==> config.mk <==
export PLATFORM = sky130hd
export DESIGN_NAME = tmpg_delay
export DESIGN_NICKNAME = d
export VERILOG_FILES = /design/src/rtl/tmpg_pkg.sv /design/src/rtl/tmpg_delay.sv
export SDC_FILE = /design/constraint.sdc
export NUM_CORES = 1
export LEC_CHECK = 0
export BUFFER_PORTS_ARGS = -buffer_cell sky130_fd_sc_hd__buf_4
export CAP_MARGIN = 25
export CORE_AREA = 2 2 39 41
export DETAILED_ROUTE_END_ITERATION = 10
export DIE_AREA = 0 0 41 43
export HOLD_SLACK_MARGIN = 0.02
export PLACE_DENSITY = 0.7
export SLEW_MARGIN = 10
export SYNTH_ARGS = -nofsm -noshare
export SYNTH_HDL_FRONTEND = slang
export SYNTH_SLANG_ARGS = --single-unit
==> constraint.sdc <==
create_clock -name clock -period 0.8 [get_ports clock]
set_clock_uncertainty 0.1 [all_clocks]
set_input_delay 0.16 -clock clock [delete_from_list [all_inputs] [get_ports clock]]
set_output_delay 0.16 -clock clock [all_outputs]
set_load 0.02 [all_outputs]
==> src/rtl/tmpg_pkg.sv <==
package tmpg_pkg;

   localparam int DEF_MAX_SPLITS    = 128;
   localparam int DEF_CORDIC_STAGES = 16;

   localparam int DIV_BITS   = 32;
   localparam int DIV_W      = 9;
   localparam int POS_W      = 7;
   localparam int SPLITS_W   = 8;
   localparam int RADIUS_W   = 16;
   localparam int IDX_W      = 14;
   localparam int COORD_W    = 18;
   localparam int TRIG_W     = 18;
   localparam int UV_W       = 16;
   localparam int CSR_ADDR_W = 5;
   localparam int CSR_DATA_W = 32;

   localparam logic [31:0] CORDIC_GAIN_Q30 = 32'd652032874;
   localparam logic [30:0] HALF_PI_Q30     = 31'd1686629713;

   localparam logic [RADIUS_W-1:0] INNER_RESET = 16'd2048;
   localparam logic [RADIUS_W-1:0] OUTER_RESET = 16'd4096;
   localparam logic [SPLITS_W-1:0] RING_RESET  = 8'd8;
   localparam logic [SPLITS_W-1:0] TUBE_RESET  = 8'd5;

   typedef enum logic [1:0] {
      QUAD_FIRST,
      QUAD_SECOND,
      QUAD_THIRD,
      QUAD_FOURTH
   } quad_type;

   typedef enum logic [2:0] {
      REG_INNER_RADIUS = 3'd0,
      REG_OUTER_RADIUS = 3'd1,
      REG_RING_SPLITS  = 3'd2,
      REG_TUBE_SPLITS  = 3'd3,
      REG_UV_ENABLE    = 3'd4
   } csr_reg_type;

   function automatic logic [31:0] atan_q30(input int unsigned stage);
      logic [31:0] val;
      case (stage)
         0:  val = 32'h3243F6A8;
         1:  val = 32'h1DAC6705;
         2:  val = 32'h0FADBAFC;
         3:  val = 32'h07F56EA6;
         4:  val = 32'h03FEAB76;
         5:  val = 32'h01FFD55B;
         6:  val = 32'h00FFFAAA;
         7:  val = 32'h007FFF55;
         8:  val = 32'h003FFFEA;
         9:  val = 32'h001FFFFD;
         10: val = 32'h000FFFFF;
         11: val = 32'h0007FFFF;
         12: val = 32'h0003FFFF;
         13: val = 32'h0001FFFF;
         14: val = 32'h0000FFFF;
         15: val = 32'h00007FFF;
         16: val = 32'h00003FFF;
         17: val = 32'h00001FFF;
         18: val = 32'h00000FFF;
         19: val = 32'h000007FF;
         20: val = 32'h000003FF;
         21: val = 32'h000001FF;
         22: val = 32'h000000FF;
         23: val = 32'h0000007F;
         default: val = 32'h00000000;
      endcase
      return val;
   endfunction

endpackage

==> src/rtl/tmpg_delay.sv <==
module tmpg_delay #(
   parameter int WIDTH = tmpg_pkg::IDX_W,
   parameter int DEPTH = 1
) (
   input  logic             clock,
   input  logic             enable,
   input  logic [WIDTH-1:0] din,
   output logic [WIDTH-1:0] dout
);

   logic [WIDTH-1:0] line_ff [DEPTH];

   always_ff @(posedge clock) begin
      if (enable) begin
         line_ff[0] <= din;
         for (int k = 1; k < DEPTH; k++) begin
            line_ff[k] <= line_ff[k-1];
         end
      end
   end

   assign dout = line_ff[DEPTH-1];

endmodule

# Yosys cells after proc, flatten, opt, wreduce, memory -nomap -nowiden
# Memory sizes are Yosys's and may differ from the RTL's.
# Cells that the tools add are included.
# totals
word_cells	3
ff_bits	0
mem_bits_rw	14
memories	1
# memory_table
memory	words	word_bits	read_ports	rd_ports_with_merged_regs	write_ports	line	rtl
line_ff	1	14	1	0	1	tmpg_delay.sv:11	logic [WIDTH-1:0] line_ff [DEPTH];
# op_classes
n_mux	2
# ops
op	n
2-to-1 mux 1 bit	2

# Longest topological paths before layout
# depth
word_depth	2
ltp_mapped	0
depth_no_buf	0

# Worst setup path after synthesis
# Ideal clock, no wire load.
# synth_timing
path_kind	reg-to-output
startpoint	mem line_ff[0][0] (netlist name)
endpoint	out dout[0]
required_time_ps	540
arrival_time_ps	449
stages_incl_launch_ff	1
path_slack_ps	91
path_buffers	0
path_cell_list	edfxtp_1
# synth_between
elab_chain_len	1
# synth_lines
item	line	rtl
from (decl)	tmpg_delay.sv:11	
memory (1 x 14 bit)	--	
to (decl)	tmpg_delay.sv:8	output logic [WIDTH-1:0] dout
# No other way between the ends.

# Final worst setup path
# layout_timing
startpoint	mem line_ff[0][1] (netlist name)
endpoint	out dout[1]
# The elaborated chain is that of the path after synthesis.

==> impl_metrics.csv <==
group,metric,value,unit
run_status,status,"complete, but fails checks",
run_status,violations,"hold timing, setup timing",
floorplan,io_pins,30,
finish,syn_to_final_growth,73.51,%
global_routing,grt_pass1_vias,270,
synth,synth_common_cells,"edfxtp_1",
critical_path,crit_buf_inv,1,
finish,multi_input_cells,0,
timing,fmaxAchievable,941.7,MHz
floorplan,die_x,41,um
synth,avgSynthCellArea,30.03,um2
global_routing,grt_antenna_before_repair,0,
detailed_routing,drc_errors,0,
timing,drv_slew,0,
finish,largest_reg_flops,14,
critical_path,worstPathMaxFanout,1,
clock_tree,cts-buffers-inserted,3,
timing,hold_violations,14,
synth,synth-edff-count,14,
synth,synth.most_common_cell,"edfxtp_1",
timing,tightest_slew,0.1735,ns
timing,setup_viol,14,
clock_tree,clk_pin_slew,0.07,ns
pwr,cellPowerDensity,2070,nW/um2
critical_path,path_cells,"buf_6",
detailed_routing,drt_wl_total,668,um
detailed_routing,wire_per_inst,10.77,um
clock_tree,cts_root_buffer,"clkbuf_4",
synth,syn_area,420.4,um2
floorplan,core_area,1384,um2
timing,rsz0062_at_grt,"yes",
floorplan,die-area,1763,um2
detailed_routing,vias_per_cell,4.161,
floorplan,initial_utilization,0.3038,
placement,dp_cells,59,
critical_path,max_stage_delay,0.39,ns
detailed_routing,drt_pass1_iterations,1,
synth,ys_warn_count,0,
placement,gp_congestion,0.5809,
finish,multi_input_area,0,um2
timing,hold_slack,-0.03251,ns
clock_tree,cts_max_level,1,
critical_path,cp.arrival,0.80,ns
run,max_cap_viol_count,0,
synth,synth_area_leaders,"edfxtp_1",
critical_path,critPathLaunchType,"flip-flop",
min_path,worstHoldPathCells,1,
synth,synth-seq-cells,14,
pwr,power.leakage,0.3063,nW
critical_path,end_kind,"primary output",
finish,final_cells,62,
timing,setup_slack,-0.2619,ns
synth,synth_cells,14,
synth,synthArstFlopShare,0,
finish,fillers,116,
timing,finalCritPeriodShare,1.327,
floorplan,fp-row-count,14,
synth,synthFlopType,"edfxtp_1",
min_path,hold_end,"line_ff[0][5]$_DFFE_PP_",
critical_path,cp.required,0.54,ns
finish,drive_gt1_frac,0.6957,
min_path,hold_class,"in -> reg",
critical_path,path_class,"reg -> out",
floorplan,die_y,43,um
synth,synth_top_area_cell,"edfxtp_1",
clock_tree,cts_setup_buffers,0,
finish,final_nets,64,
detailed_routing,dr_total_vias,258,
pwr,total_power,1.510,mW
clock_tree,clockBufferDepth,2,
global_routing,grt_pass1_wl,979,um
finish,reg_top3,"line_ff: 14 flops",
finish,n_antenna_cell,0,
min_path,hp-start,"din[5]",
finish,regArea,420.4,um2
detailed_routing,final_antenna_net_count,0,
global_routing,overflow,0,
timing,max_slew_margin,0.8844,
global_routing,grt_max_degree,15,
clock_tree,cts_sinks,14,
timing,period_needed,1.062,ns
synth,syn_nets,30,
global_routing,grt_util_all_layers,0.08763,
detailed_routing,drt_iter0_drc,0,
critical_path,crit_slowest_cell,"edfxtp_1",
pwr,vdd_drop_max,1.033,mV
placement,numPortBuffers,29,
critical_path,path_delay_family,"flip-flops",
synth,seq_area_frac_synth,1.000,
synth,synth_top_area_share,1.000,
finish,largest-register,"line_ff",
synth,ys_types,1,
clock_tree,cts_tree,"built",
power breakdown:
group	switching (mW)	internal, mW	leakage (nW)
Clock	0.188	0.174	0.0138
Combinational	0.109	0.143	0.156
Sequential	0.0245	0.872	0.137
Total	0.321	1.19	0.306
cell usage in the layout (no fill, tap or decap), drive strengths merged:
cell type   n
buf        29
clkbuf      3
edfxtp     14
worst max-delay path by stage:
stage	cells after the start	slack, ns	start	to
after floorplan	0	0.09	line_ff[0][0]$_DFFE_PP_	dout[0]
after global placement	1	0.02	line_ff[0][2]$_DFFE_PP_	dout[2]
after detailed placement	1	0.02	line_ff[0][2]$_DFFE_PP_	dout[2]
after CTS	1	-0.28	line_ff[0][1]$_DFFE_PP_	dout[1]
after global routing	1	-0.31	line_ff[0][6]$_DFFE_PP_	dout[6]
final	1	-0.26	line_ff[0][1]$_DFFE_PP_	dout[1]
metal layers:
metal | vias up | routed length, um | GRT usage
met5 | - | 0 | 0
met4 | 0 | 0 | 0.06000
met3 | 0 | 88 | 0.05236
met2 | 20 | 351 | 0.1188
met1 | 117 | 228 | 0.09825
li1 | 121 | - | -
cell families (layout without fill, tap and decap cells):
logic type,after synthesis,in the layout,synth area share
DFF,14,14,1.000
buffers and inverters,0,32,0
metrics by stage:
step                      hold WS (ns)  worst slack [ns]  TNS, ns  utilization  cell area [um2]
final                         -0.03251           -0.2619   -3.510       0.5271            729.5
after floorplan                 0.1589           0.09054        0            -            420.4
after CTS                     -0.04346           -0.2801   -3.720       0.5190            718.2
after global routing          -0.05398           -0.3088   -4.063       0.5271            729.5
after detailed placement        0.2394           0.01748        0       0.4756            658.1
after global placement          0.2386           0.02000        0       0.4756            658.1
area by class of cell:
type | count | area share
clock buffer | 3 | 0.03087
sequential | 14 | 0.5763
tap | 16 | 0.02744
timing repair buffer | 29 | 0.3654
timing repair:
action                                 in CTS  in global routing
setup endpoints to repair                  14                 14
resized for setup                          10                  3
cloned                                      0                  0
endpoints found under the hold margin      14                 14
Power figures use the tool's default switching activity.
