**src/rtl/tmpg_pkg.sv**
```systemverilog
package tmpg_pkg;

   localparam int DEF_MAX_SPLITS    = 128;
   localparam int DEF_CORDIC_STAGES = 16;

   localparam int DIV_BITS   = 32;
   localparam int DIV_W      = 9;
   localparam int POS_W      = 7;
   localparam int SPLITS_W   = 8;
   localparam int RADIUS_W   = 16;
   localparam int IDX_W      = 14;
   localparam int COORD_W    = 18;
   localparam int TRIG_W     = 18;
   localparam int UV_W       = 16;
   localparam int CSR_ADDR_W = 5;
   localparam int CSR_DATA_W = 32;

   localparam logic [31:0] CORDIC_GAIN_Q30 = 32'd652032874;
   localparam logic [30:0] HALF_PI_Q30     = 31'd1686629713;

   localparam logic [RADIUS_W-1:0] INNER_RESET = 16'd2048;
   localparam logic [RADIUS_W-1:0] OUTER_RESET = 16'd4096;
   localparam logic [SPLITS_W-1:0] RING_RESET  = 8'd8;
   localparam logic [SPLITS_W-1:0] TUBE_RESET  = 8'd5;

   typedef enum logic [1:0] {
      QUAD_FIRST,
      QUAD_SECOND,
      QUAD_THIRD,
      QUAD_FOURTH
   } quad_type;

   typedef enum logic [2:0] {
      REG_INNER_RADIUS = 3'd0,
      REG_OUTER_RADIUS = 3'd1,
      REG_RING_SPLITS  = 3'd2,
      REG_TUBE_SPLITS  = 3'd3,
      REG_UV_ENABLE    = 3'd4
   } csr_reg_type;

   function automatic logic [31:0] atan_q30(input int unsigned stage);
      logic [31:0] val;
      case (stage)
         0:  val = 32'h3243F6A8;
         1:  val = 32'h1DAC6705;
         2:  val = 32'h0FADBAFC;
         3:  val = 32'h07F56EA6;
         4:  val = 32'h03FEAB76;
         5:  val = 32'h01FFD55B;
         6:  val = 32'h00FFFAAA;
         7:  val = 32'h007FFF55;
         8:  val = 32'h003FFFEA;
         9:  val = 32'h001FFFFD;
         10: val = 32'h000FFFFF;
         11: val = 32'h0007FFFF;
         12: val = 32'h0003FFFF;
         13: val = 32'h0001FFFF;
         14: val = 32'h0000FFFF;
         15: val = 32'h00007FFF;
         16: val = 32'h00003FFF;
         17: val = 32'h00001FFF;
         18: val = 32'h00000FFF;
         19: val = 32'h000007FF;
         20: val = 32'h000003FF;
         21: val = 32'h000001FF;
         22: val = 32'h000000FF;
         23: val = 32'h0000007F;
         default: val = 32'h00000000;
      endcase
      return val;
   endfunction

endpackage

```
**src/rtl/tmpg_divider.sv**
```systemverilog
module tmpg_divider #(
   parameter int DW = tmpg_pkg::DIV_W,
   parameter int QW = tmpg_pkg::DIV_BITS
) (
   input  logic          clock,
   input  logic          enable,
   input  logic [DW-1:0] dividend,
   input  logic [DW-1:0] divisor,
   output logic [QW-1:0] quotient
);

   logic [DW-1:0] rem_ff [QW];
   logic [QW-1:0] quo_ff [QW];
   logic [DW-1:0] rem_in [QW];
   logic [QW-1:0] quo_in [QW];

   for (genvar k = 0; k < QW; k++) begin : g_stage
      logic [DW:0]   rem_dbl;
      logic [QW-1:0] quo_prev;
      logic          fits;

      if (k == 0) begin : g_first
         assign rem_dbl  = {dividend, 1'b0};
         assign quo_prev = '0;
      end else begin : g_next
         assign rem_dbl  = {rem_ff[k-1], 1'b0};
         assign quo_prev = quo_ff[k-1];
      end

      assign fits      = (rem_dbl >= {1'b0, divisor});
      assign rem_in[k] = fits ? DW'(rem_dbl - {1'b0, divisor}) : rem_dbl[DW-1:0];
      assign quo_in[k] = {quo_prev[QW-2:0], fits};

      always_ff @(posedge clock) begin
         if (enable) begin
            rem_ff[k] <= rem_in[k];
            quo_ff[k] <= quo_in[k];
         end
      end
   end

   assign quotient = quo_ff[QW-1];

endmodule

```
**config.mk**
```make
export PLATFORM = sky130hd
export DESIGN_NAME = tmpg_divider
export DESIGN_NICKNAME = d
export VERILOG_FILES = /design/src/rtl/tmpg_pkg.sv /design/src/rtl/tmpg_divider.sv
export SDC_FILE = /design/constraint.sdc
export NUM_CORES = 1
export LEC_CHECK = 0
export BUFFER_PORTS_ARGS = -buffer_cell sky130_fd_sc_hd__buf_2
export CAP_MARGIN = 20
export CORE_UTILIZATION = 62
export CTS_BUF_LIST = sky130_fd_sc_hd__clkbuf_2
export CTS_CLUSTER_SIZE = 10
export DETAILED_ROUTE_END_ITERATION = 10
export HOLD_SLACK_MARGIN = 0.02
export PLACE_DENSITY = 0.79
export SLEW_MARGIN = 20
export SYNTH_ARGS = -nofsm -noshare
export SYNTH_HDL_FRONTEND = slang
export SYNTH_SLANG_ARGS = --single-unit
```
**constraint.sdc**
```tcl
create_clock -name clock -period 5.5 [get_ports clock]
set_input_delay 0.825 -clock clock [delete_from_list [all_inputs] [get_ports clock]]
set_output_delay 0.825 -clock clock [all_outputs]
set_load 0.1 [all_outputs]
```
; After elaboration in Yosys (flattened, before gate mapping)
; Memories as Yosys holds them, arrays and structs flattened.
; Index checks and enable logic that the tools add are counted.
[totals]
regBits = 0
mem_bits_rw = 1312
out_inout_bits = 32
wordCells = 100
n_memories = 2
[mem_list]
columns = memory, words, width, read_ports, rd_clocked_by_memory_dff, write_ports, line_no
row1 = quo_ff, 32, 32, 32, 0, 32, tmpg_divider.sv:13  ; logic [QW-1:0] quo_ff [QW];
row2 = rem_ff, 32, 9, 31, 0, 32, tmpg_divider.sv:12  ; logic [DW-1:0] rem_ff [QW];
[classes]
addsub = 32
magnitude_cmp = 32
muxes = 34
[ops]
columns = op, count
row1 = 10-bit by 9-bit >= comparator with 1-bit output, 32
row2 = 9-bit 2-to-1 mux, 32
row3 = 9-bit subtractor, 32
row4 = 1-bit 2-to-1 mux, 2

; Depth between registers and ports, before layout
; Gate-level depths: netlist (run 1).
; An unclocked memory read counts as a cell.
[logic_depth]
word_depth = 3
ltp_mapped = 10
ltp_nobuf = 9

; Least setup slack after synthesis (run 1)
; No wires, ideal clock.
[synth_timing]
path_type = input-to-reg
from = input divisor[0]
to = memory rem_ff[1][107] (netlist name) (data pin)
t_arrival_ns = 3.229
t_required_ns = 5.237
slack_ns = 2.007
stages = 9
path_buffers = 2
cell_sequence = inv_2 buf_2 clkbuf_1 ha_1 and3_1 nand3_1 nand3_1 o21ai_2 a2111o_1
[synth_lines]
columns = item, line_no
row1 = start: declaration, tmpg_divider.sv:8  ; input logic [DW-1:0] divisor,
row2 = end: declaration, tmpg_divider.sv:12

==> results of run 1 <==
-- worst max-delay path by stage --
stage / start / endpoint / slack, ns / depth (start not counted)
finish: quo_ff[1][508]$_DFFE_PP_ / quotient[28] / 2.50 / 1
global placement: divisor[2] / rem_ff[0][51]$_DFFE_PP_ / 1.67 / 10
floorplan: divisor[0] / rem_ff[1][107]$_DFFE_PP_ / 2.01 / 9
CTS: quo_ff[1][508]$_DFFE_PP_ / quotient[28] / 2.26 / 1
detailed placement: divisor[2] / rem_ff[0][75]$_DFFE_PP_ / 1.68 / 10
global route: quo_ff[1][502]$_DFFE_PP_ / quotient[22] / 2.25 / 1
-- what timing repair did --
action / in CTS / in global routing
hold buffers: 13 / 0
setup endpoints to repair: 0 / 0
endpoints found under the hold margin: 102 / 0
-- routing by layer --
metal  GRT usage, %  up-vias  part of all wire [%]
met5              0        -                     0
met4          10.52        0                   3.2
met3          5.193      200                   5.4
met2          37.93      707                    49
met1          28.39    11494                    43
li1               -    11471                     -
-- cell usage after synthesis (31+ instances only) --
| cell | n |
|---|---|
| o21ai_0 | 143 |
| a21oi_1 | 145 |
| mux2_2 | 186 |
| nand3_1 | 75 |
| inv_1 | 125 |
| o21a_1 | 37 |
| nand2_1 | 40 |
| a21o_1 | 42 |
| xor2_1 | 68 |
| fa_1 | 31 |
| edfxtp_1 | 807 |
| a31oi_1 | 67 |
| nor4b_1 | 31 |
| mux2i_1 | 31 |
| xnor2_1 | 88 |
| nor2_1 | 193 |
| ha_1 | 287 |
| o31a_1 | 31 |
| nor3_1 | 37 |
| nor2b_1 | 33 |
-- state kept, by name, summed over array words and instances, names as in the netlist --
signal  count
quo_ff    528
rem_ff    279
-- stage by stage --
stage                     power [mW]  utilization (%)  setup slack, ns  hold WS (ns)  instance area (um2)
final                          24.10            68.09            2.500        0.3445                42870
after CTS                      24.19            68.08            2.256        0.1232                42870
after floorplan                17.90                -            2.007        0.4003                39390
after global placement         19.54            65.00            1.672        0.4004                40930
after global routing           25.78            68.09            2.251        0.2269                42870
after detailed placement       20.16            65.00            1.678        0.4045                40930
-- report_power, final --
part	switching, mW	leakage [nW]	internal, mW	total [mW]
clock network	2.41	1.37	1.46	3.87
logic	5.47	7.10	4.92	10.4
registers	0.755	7.90	9.08	9.84
-- logic make-up after synthesis --
logic type	Yosys count
AOI/OAI and AO/OA	591
xor gates and xnor gates	156
adders and majority gates	318
buffers and inverters	133
DFF	807
muxes	217
and+or+nand+nor	532
-- layout make-up --
type | instances | area (um2) | share of cell area [%]
sequential | 807 | 24230 | 56.52
multi-input combinational | 1814 | 14640 | 34.16
clock buffer | 286 | 1431 | 3.339
tap | 846 | 1059 | 2.469
timing repair buffer | 86 | 648.1 | 1.512
inverter | 127 | 476.7 | 1.112
clock inverter | 67 | 377.9 | 0.8814
antenna | 1 | 2.502 | 0.005837
-- cells in the final DEF (no fill, tap or decap), drive strengths merged, types with 30 or more instances in the layout --
| master | Yosys | layout |
|---|---|---|
| xor2 | 68 | 68 |
| ha | 287 | 287 |
| nor3 | 37 | 37 |
| nand2 | 40 | 40 |
| nor2 | 193 | 193 |
| clkbuf | 3 | 286 |
| o21ai | 179 | 179 |
| clkinv | 1 | 60 |
| edfxtp | 807 | 807 |
| buf | 3 | 73 |
| a21oi | 145 | 145 |
| xnor2 | 88 | 88 |
| a31oi | 67 | 67 |
| nor4b | 31 | 31 |
| mux2i | 31 | 31 |
| o31a | 31 | 31 |
| nor2b | 33 | 33 |
| fa | 31 | 31 |
| a21o | 42 | 42 |
| o21a | 37 | 37 |
| inv | 126 | 134 |
| nand3 | 75 | 75 |
| nand2b | 30 | 30 |
| a2111o | 30 | 30 |
| mux2 | 186 | 186 |
==> flow_summary.yaml, run 1 <==
logic_synthesis:
  ys_seq_elements: 807
  ys_async_sr_fraction_pct: 0
  synth-compound-area-share_pct: 10.06
  synth_top_area_share_pct: 61.52
  synthCells: 2754
  syn_area_per_cell_um2: 14.30
  syn_nets: 3092
  synthXorXnorAreaFrac_pct: 3.468
  synthSimpleGateAreaFrac_pct: 6.854
  synth-edff-count: 807
  ys_types: 44
  yosys.area_share.adder_pct: 10.69
  yosys_warnings: 0
  ys_seq_area_share_pct: 61.52
  syn_area_um2: 39390
  synth_top_area_cell: "edfxtp_1"
  synthTopCellsByArea: "edfxtp_1, ha_1, mux2_2, xnor2_1, a21oi_1"
  synth_flop_cell: "edfxtp_1"
  synthMuxAreaShare_pct: 6.105
  synth_top_family_by_area: "adder cells"
drt:
  drt_wl_total_mm: 71.37
  firstDrtPassIters: 6
  vias: 23872
  wl_per_cell_um: 17.69
  antenna_left: 0
  avgViaCountPerCell: 5.918
  drt_drc_violations_left: 0
  drt_iter0_markers: 1718
critical_path:
  crit_family: "buffers and inverters"
  cp_num_buf_inv: 1
  critPathRequiredTime_ns: 4.68
  reg2reg_depth: 7
  path_class: "flop to primary output"
  crit_arrival_ns: 2.17
  r2r-start: "rem_ff[0][100]$_DFFE_PP_"
  startpoint_type: "flop"
  timing.rr.end: "rem_ff[0][110]$_DFFE_PP_"
  critPathCaptureType: "primary output"
  regToRegSetupSlack_ns: 2.74
  cp_max_fo: 1
  max_stage_delay_ns: 0.42
  slowest_stage: "buf_2"
  path_cells: "buf_2"
clocking:
  cts_root_buffer: "clkbuf_2"
  h-tree-depth: 4
  clockBufferDepth: 3
  cts_sinks: 807
  clkTransAtPathRegs_ns: 0.11
  numCtsBuffers: 197
  clkLatencyLatePin_ns: 1.40
  postCtsSetupBuffers: 0
  cts_resized: 0
  cts_tree: "yes"
sta:
  fmax_mhz: 333.4
  finalSetupViolCount: 0
  period_share_pct: 54.54
  rsz0062_at_grt: "false"
  slew_violations: 0
  slew_headroom_pct: 40.62
  tightestPinTransition_ns: 0.8907
  skew_ns: 0.08192
  setup-tns-final_ns: 0
  period_minus_slack_ns: 3.000
  hold_viol: 0
cells_and_area:
  area_growth_pct: 8.833
  drive_gt1_share_pct: 19.30
  nFillCells: 4416
  fin_nets: 3371
  fin_cells: 4034
die:
  core_area_um2: 62970
  fp.dieArea_um2: 64550
  die_height_um: 254.1
  num_rows: 92
  initial_core_util_pct: 62.56
  boundaryPins: 52
  die_w_um: 254.1
place:
  port_buffers: 51
  dp_hpwl_mm: 44.88
  gp_congestion: 0.8610
  dp.cells: 3667
power:
  ir_drop_mv: 0.3155
  power_density_nw_per_um2: 562.0
  p_leak_nw: 16.37
run:
  cap_violations: 0
min_path:
  hold_path_end: "quo_ff[1][399]$_DFFE_PP_"
  min-delay-start: "quo_ff[1][366]$_DFFE_PP_"
  whs_path_depth: 0
  holdCritPathClass: "flop to flop"
grt:
  grt_pass1_vias: 24315
  grt_pass1_wl_mm: 116.7
  grt_remaining_overflow: 0
  grt_max_degree: 157
  antenna_found_initial: 1
  grt.total_usage_pct: 22.80
status:
  status: "completed"
(Power assumes the default switching activity.)
==> inputs of run 2 (changes only) <==
--- a/config.mk
+++ b/config.mk
@@ -5,6 +5,7 @@
 export SDC_FILE = /design/constraint.sdc
 export NUM_CORES = 1
 export LEC_CHECK = 0
+export ABC_AREA = 1
 export BUFFER_PORTS_ARGS = -buffer_cell sky130_fd_sc_hd__buf_2
 export CAP_MARGIN = 20
 export CORE_UTILIZATION = 62
@@ -12,7 +13,7 @@
 export CTS_CLUSTER_SIZE = 10
 export DETAILED_ROUTE_END_ITERATION = 10
 export HOLD_SLACK_MARGIN = 0.02
-export PLACE_DENSITY = 0.79
+export PLACE_DENSITY = 0.78
 export SLEW_MARGIN = 20
 export SYNTH_ARGS = -nofsm -noshare
 export SYNTH_HDL_FRONTEND = slang
==> constraint.sdc (replaced) <==
create_clock -name clock -period 2.9 [get_ports clock]
set_input_delay 0.435 -clock clock [delete_from_list [all_inputs] [get_ports clock]]
set_output_delay 0.435 -clock clock [all_outputs]
set_load 0.1 [all_outputs]
==> flow_summary.yaml, run 2 <==
place:
  gp_congestion: 0.9545
  dp_hpwl_mm: 59.09
  placed_area_um2: 45560
  port_buffers: 51
sta:
  tightestPinTransition_ns: 0.9183
  whs_ns: 0.1765
  hold_viol: 0
  fmax_mhz: 373.4
  period_minus_slack_ns: 2.678
  skew_ns: 0.06935
  finalSetupViolCount: 0
  setup-tns-final_ns: 0
  rsz0062_at_grt: "false"
  period_share_pct: 92.34
  slew_violations: 0
  slew_headroom_pct: 38.78
logic_synthesis:
  ys_top_cells_by_count: "nand2_1, edfxtp_1, inv_1, nand3_1, ha_1"
  synth_top_area_cell: "edfxtp_1"
  synth-edff-count: 807
  syn_area_per_cell_um2: 9.540
  synth_top_area_share_pct: 55.57
  synthTopCellsByArea: "edfxtp_1, nand2_1, ha_1, nand3_1, inv_1"
  ys_seq_elements: 807
  synth_flop_cell: "edfxtp_1"
  ys_types: 27
  ys_async_sr_fraction_pct: 0
  ys_seq_area_share_pct: 55.57
  synthCells: 4571
  syn_nets: 4909
  synthMostInstantiatedCell: "nand2_1"
  syn_area_um2: 43610
  yosys_warnings: 0
critical_path:
  path_class: "primary input to flop"
  critPathRequiredTime_ns: 4.04
  crit_arrival_ns: 3.82
  critPathCaptureType: "flop"
  crit_start: "divisor[0]"
  reg2reg_depth: 7
  r2r-start: "rem_ff[1][130]$_DFFE_PP_"
  crit_end: "rem_ff[0][8]$_DFFE_PP_"
  timing.rr.end: "quo_ff[1][480]$_DFFE_PP_"
  startpoint_type: "primary input"
  cp_max_fo: 35
  regToRegSetupSlack_ns: 0.47
cells_and_area:
  layout_common_cells: "nand2_1, edfxtp_1, inv_1"
  drive_gt1_share_pct: 10.61
  largest-register: "quo_ff"
  layout_commonest_cell: "nand2_1"
  largestRegisters: "quo_ff: 528 flops, rem_ff: 279 flops"
  fin_nets: 5234
  largest_reg_flops: 528
  fin_area_um2: 47790
  final_util_pct: 69.19
  area_growth_pct: 9.595
power:
  p_leak_nw: 22.75
  p_total_mw: 45.00
  ir_drop_mv: 0.5477
  power_density_nw_per_um2: 941.7
clocking:
  numCtsBuffers: 196
  cts_resized: 0
  cts_sinks: 807
  cts_tree: "yes"
  clkTransAtPathRegs_ns: 0.11
  clkLatencyLatePin_ns: 1.44
  postCtsSetupBuffers: 0
  h-tree-depth: 4
  cts_root_buffer: "clkbuf_2"
  hold_buffers: 48
  clockBufferDepth: 3
drt:
  drt_wl_total_mm: 87.93
  wl_per_cell_um: 14.73
  antenna_left: 0
  avgViaCountPerCell: 5.250
  firstDrtPassIters: 6
  drt_drc_violations_left: 0
  vias: 31349
  drt_iter0_markers: 2523
run:
  cap_violations: 0
grt:
  grt_max_degree: 104
  grt.total_usage_pct: 25.20
  grt_remaining_overflow: 0
  grt_pass1_vias: 29482
  antenna_found_initial: 2
  grt_pass1_wl_mm: 142.9
die:
  boundaryPins: 52
  num_rows: 96
  core_area_um2: 69070
  initial_core_util_pct: 63.14
  die_height_um: 267.2
  fp.dieArea_um2: 71400
  die_w_um: 267.2
min_path:
  holdCritPathClass: "primary input to flop"
status:
  status: "completed"
-- run 2: cell count changes in the layout (fill, tap and decap cells not counted), moves of 42 or more --
cell and delta:
o21ai_0 -142, mux2_2 -186, nand3_1 +410, a21o_1 -42
inv_1 +496, a31oi_1 -67, nand2_1 +1601, xnor2_1 -57
-- run 2: final cells by class --
class	instances	area (um2)
Antenna cell	6	15.01
Clock inverter	65	369.1
Clock buffer	271	1356
Sequential cell	807	24230
Tap cell	931	1165
Timing Repair Buffer	179	1682
Multi-Input combinational cell	3082	16600
Inverter	630	2367
Fill cell	5274	21280
-- run 2: routing by layer --
| layer | track usage, % | part of all wire, % | routed length [um] |
|---|---|---|---|
| met1 | 34.71 | 45 | 39990 |
| met2 | 39.55 | 46 | 40260 |
| met3 | 4.708 | 6.1 | 5333 |
| met4 | 10.19 | 2.7 | 2350 |
| met5 | 0 | 0 | 0 |
-- run 2: logic make-up after synthesis --
family	synth area share (%)
adder cells (fa/ha/maj)	9.658
flip-flops	55.57
buffers and inverters	6.353
AO/OA/AOI/OAI	2.290
XOR/XNOR	1.868
AND/OR/NAND/NOR	24.26
-- run 2: through the flow --
stage / std cells / setup slack, ns
floorplan: 4571 / 0.1133
global placement: 5581 / 0.2892
detailed placement: 5581 / 0.2624
CTS: 5965 / 0.04821
global route: 5971 / 0.05370
finish: 5971 / 0.2222
-- run 2: where the power goes --
group | switching, mW | internal (mW) | leakage [nW]
sequential | 1.62 | 16.6 | 7.92
combinational | 12.5 | 7.10 | 13.5
clock | 4.58 | 2.63 | 1.30
total | 18.7 | 26.3 | 22.8
-- run 2: worst min-delay path by stage --
stage,end,slack (ns),cells past startpoint,startpoint
6_report,rem_ff[0][0]$_SDFFCE_PN0P_,0.18,5,dividend[8]
5_1_grt,rem_ff[0][0]$_SDFFCE_PN0P_,0.12,5,dividend[8]
4_1_cts,rem_ff[0][0]$_SDFFCE_PN0P_,0.04,5,dividend[8]
3_5_place_dp,quo_ff[0][130]$_DFFE_PP_,0.40,0,quo_ff[0][97]$_DFFE_PP_
3_3_place_gp,quo_ff[1][228]$_DFFE_PP_,0.40,0,quo_ff[1][195]$_DFFE_PP_
2_1_floorplan,quo_ff[0][129]$_DFFE_PP_,0.40,0,quo_ff[0][96]$_DFFE_PP_
-- run 2: worst max-delay path, stage by stage --
cell and delay [ns]:
dlygate4sd3_1 0.54, buf_2 0.22, inv_4 0.19, buf_12 0.25, buf_4 0.21, ha_1 0.18
nand3_1 0.08, nor2_1 0.19, nor2_4 0.06, buf_4 0.17, nand3_1 0.09, dlygate4sd3_1 0.56
nand2_1 0.06, dlygate4sd3_1 0.55
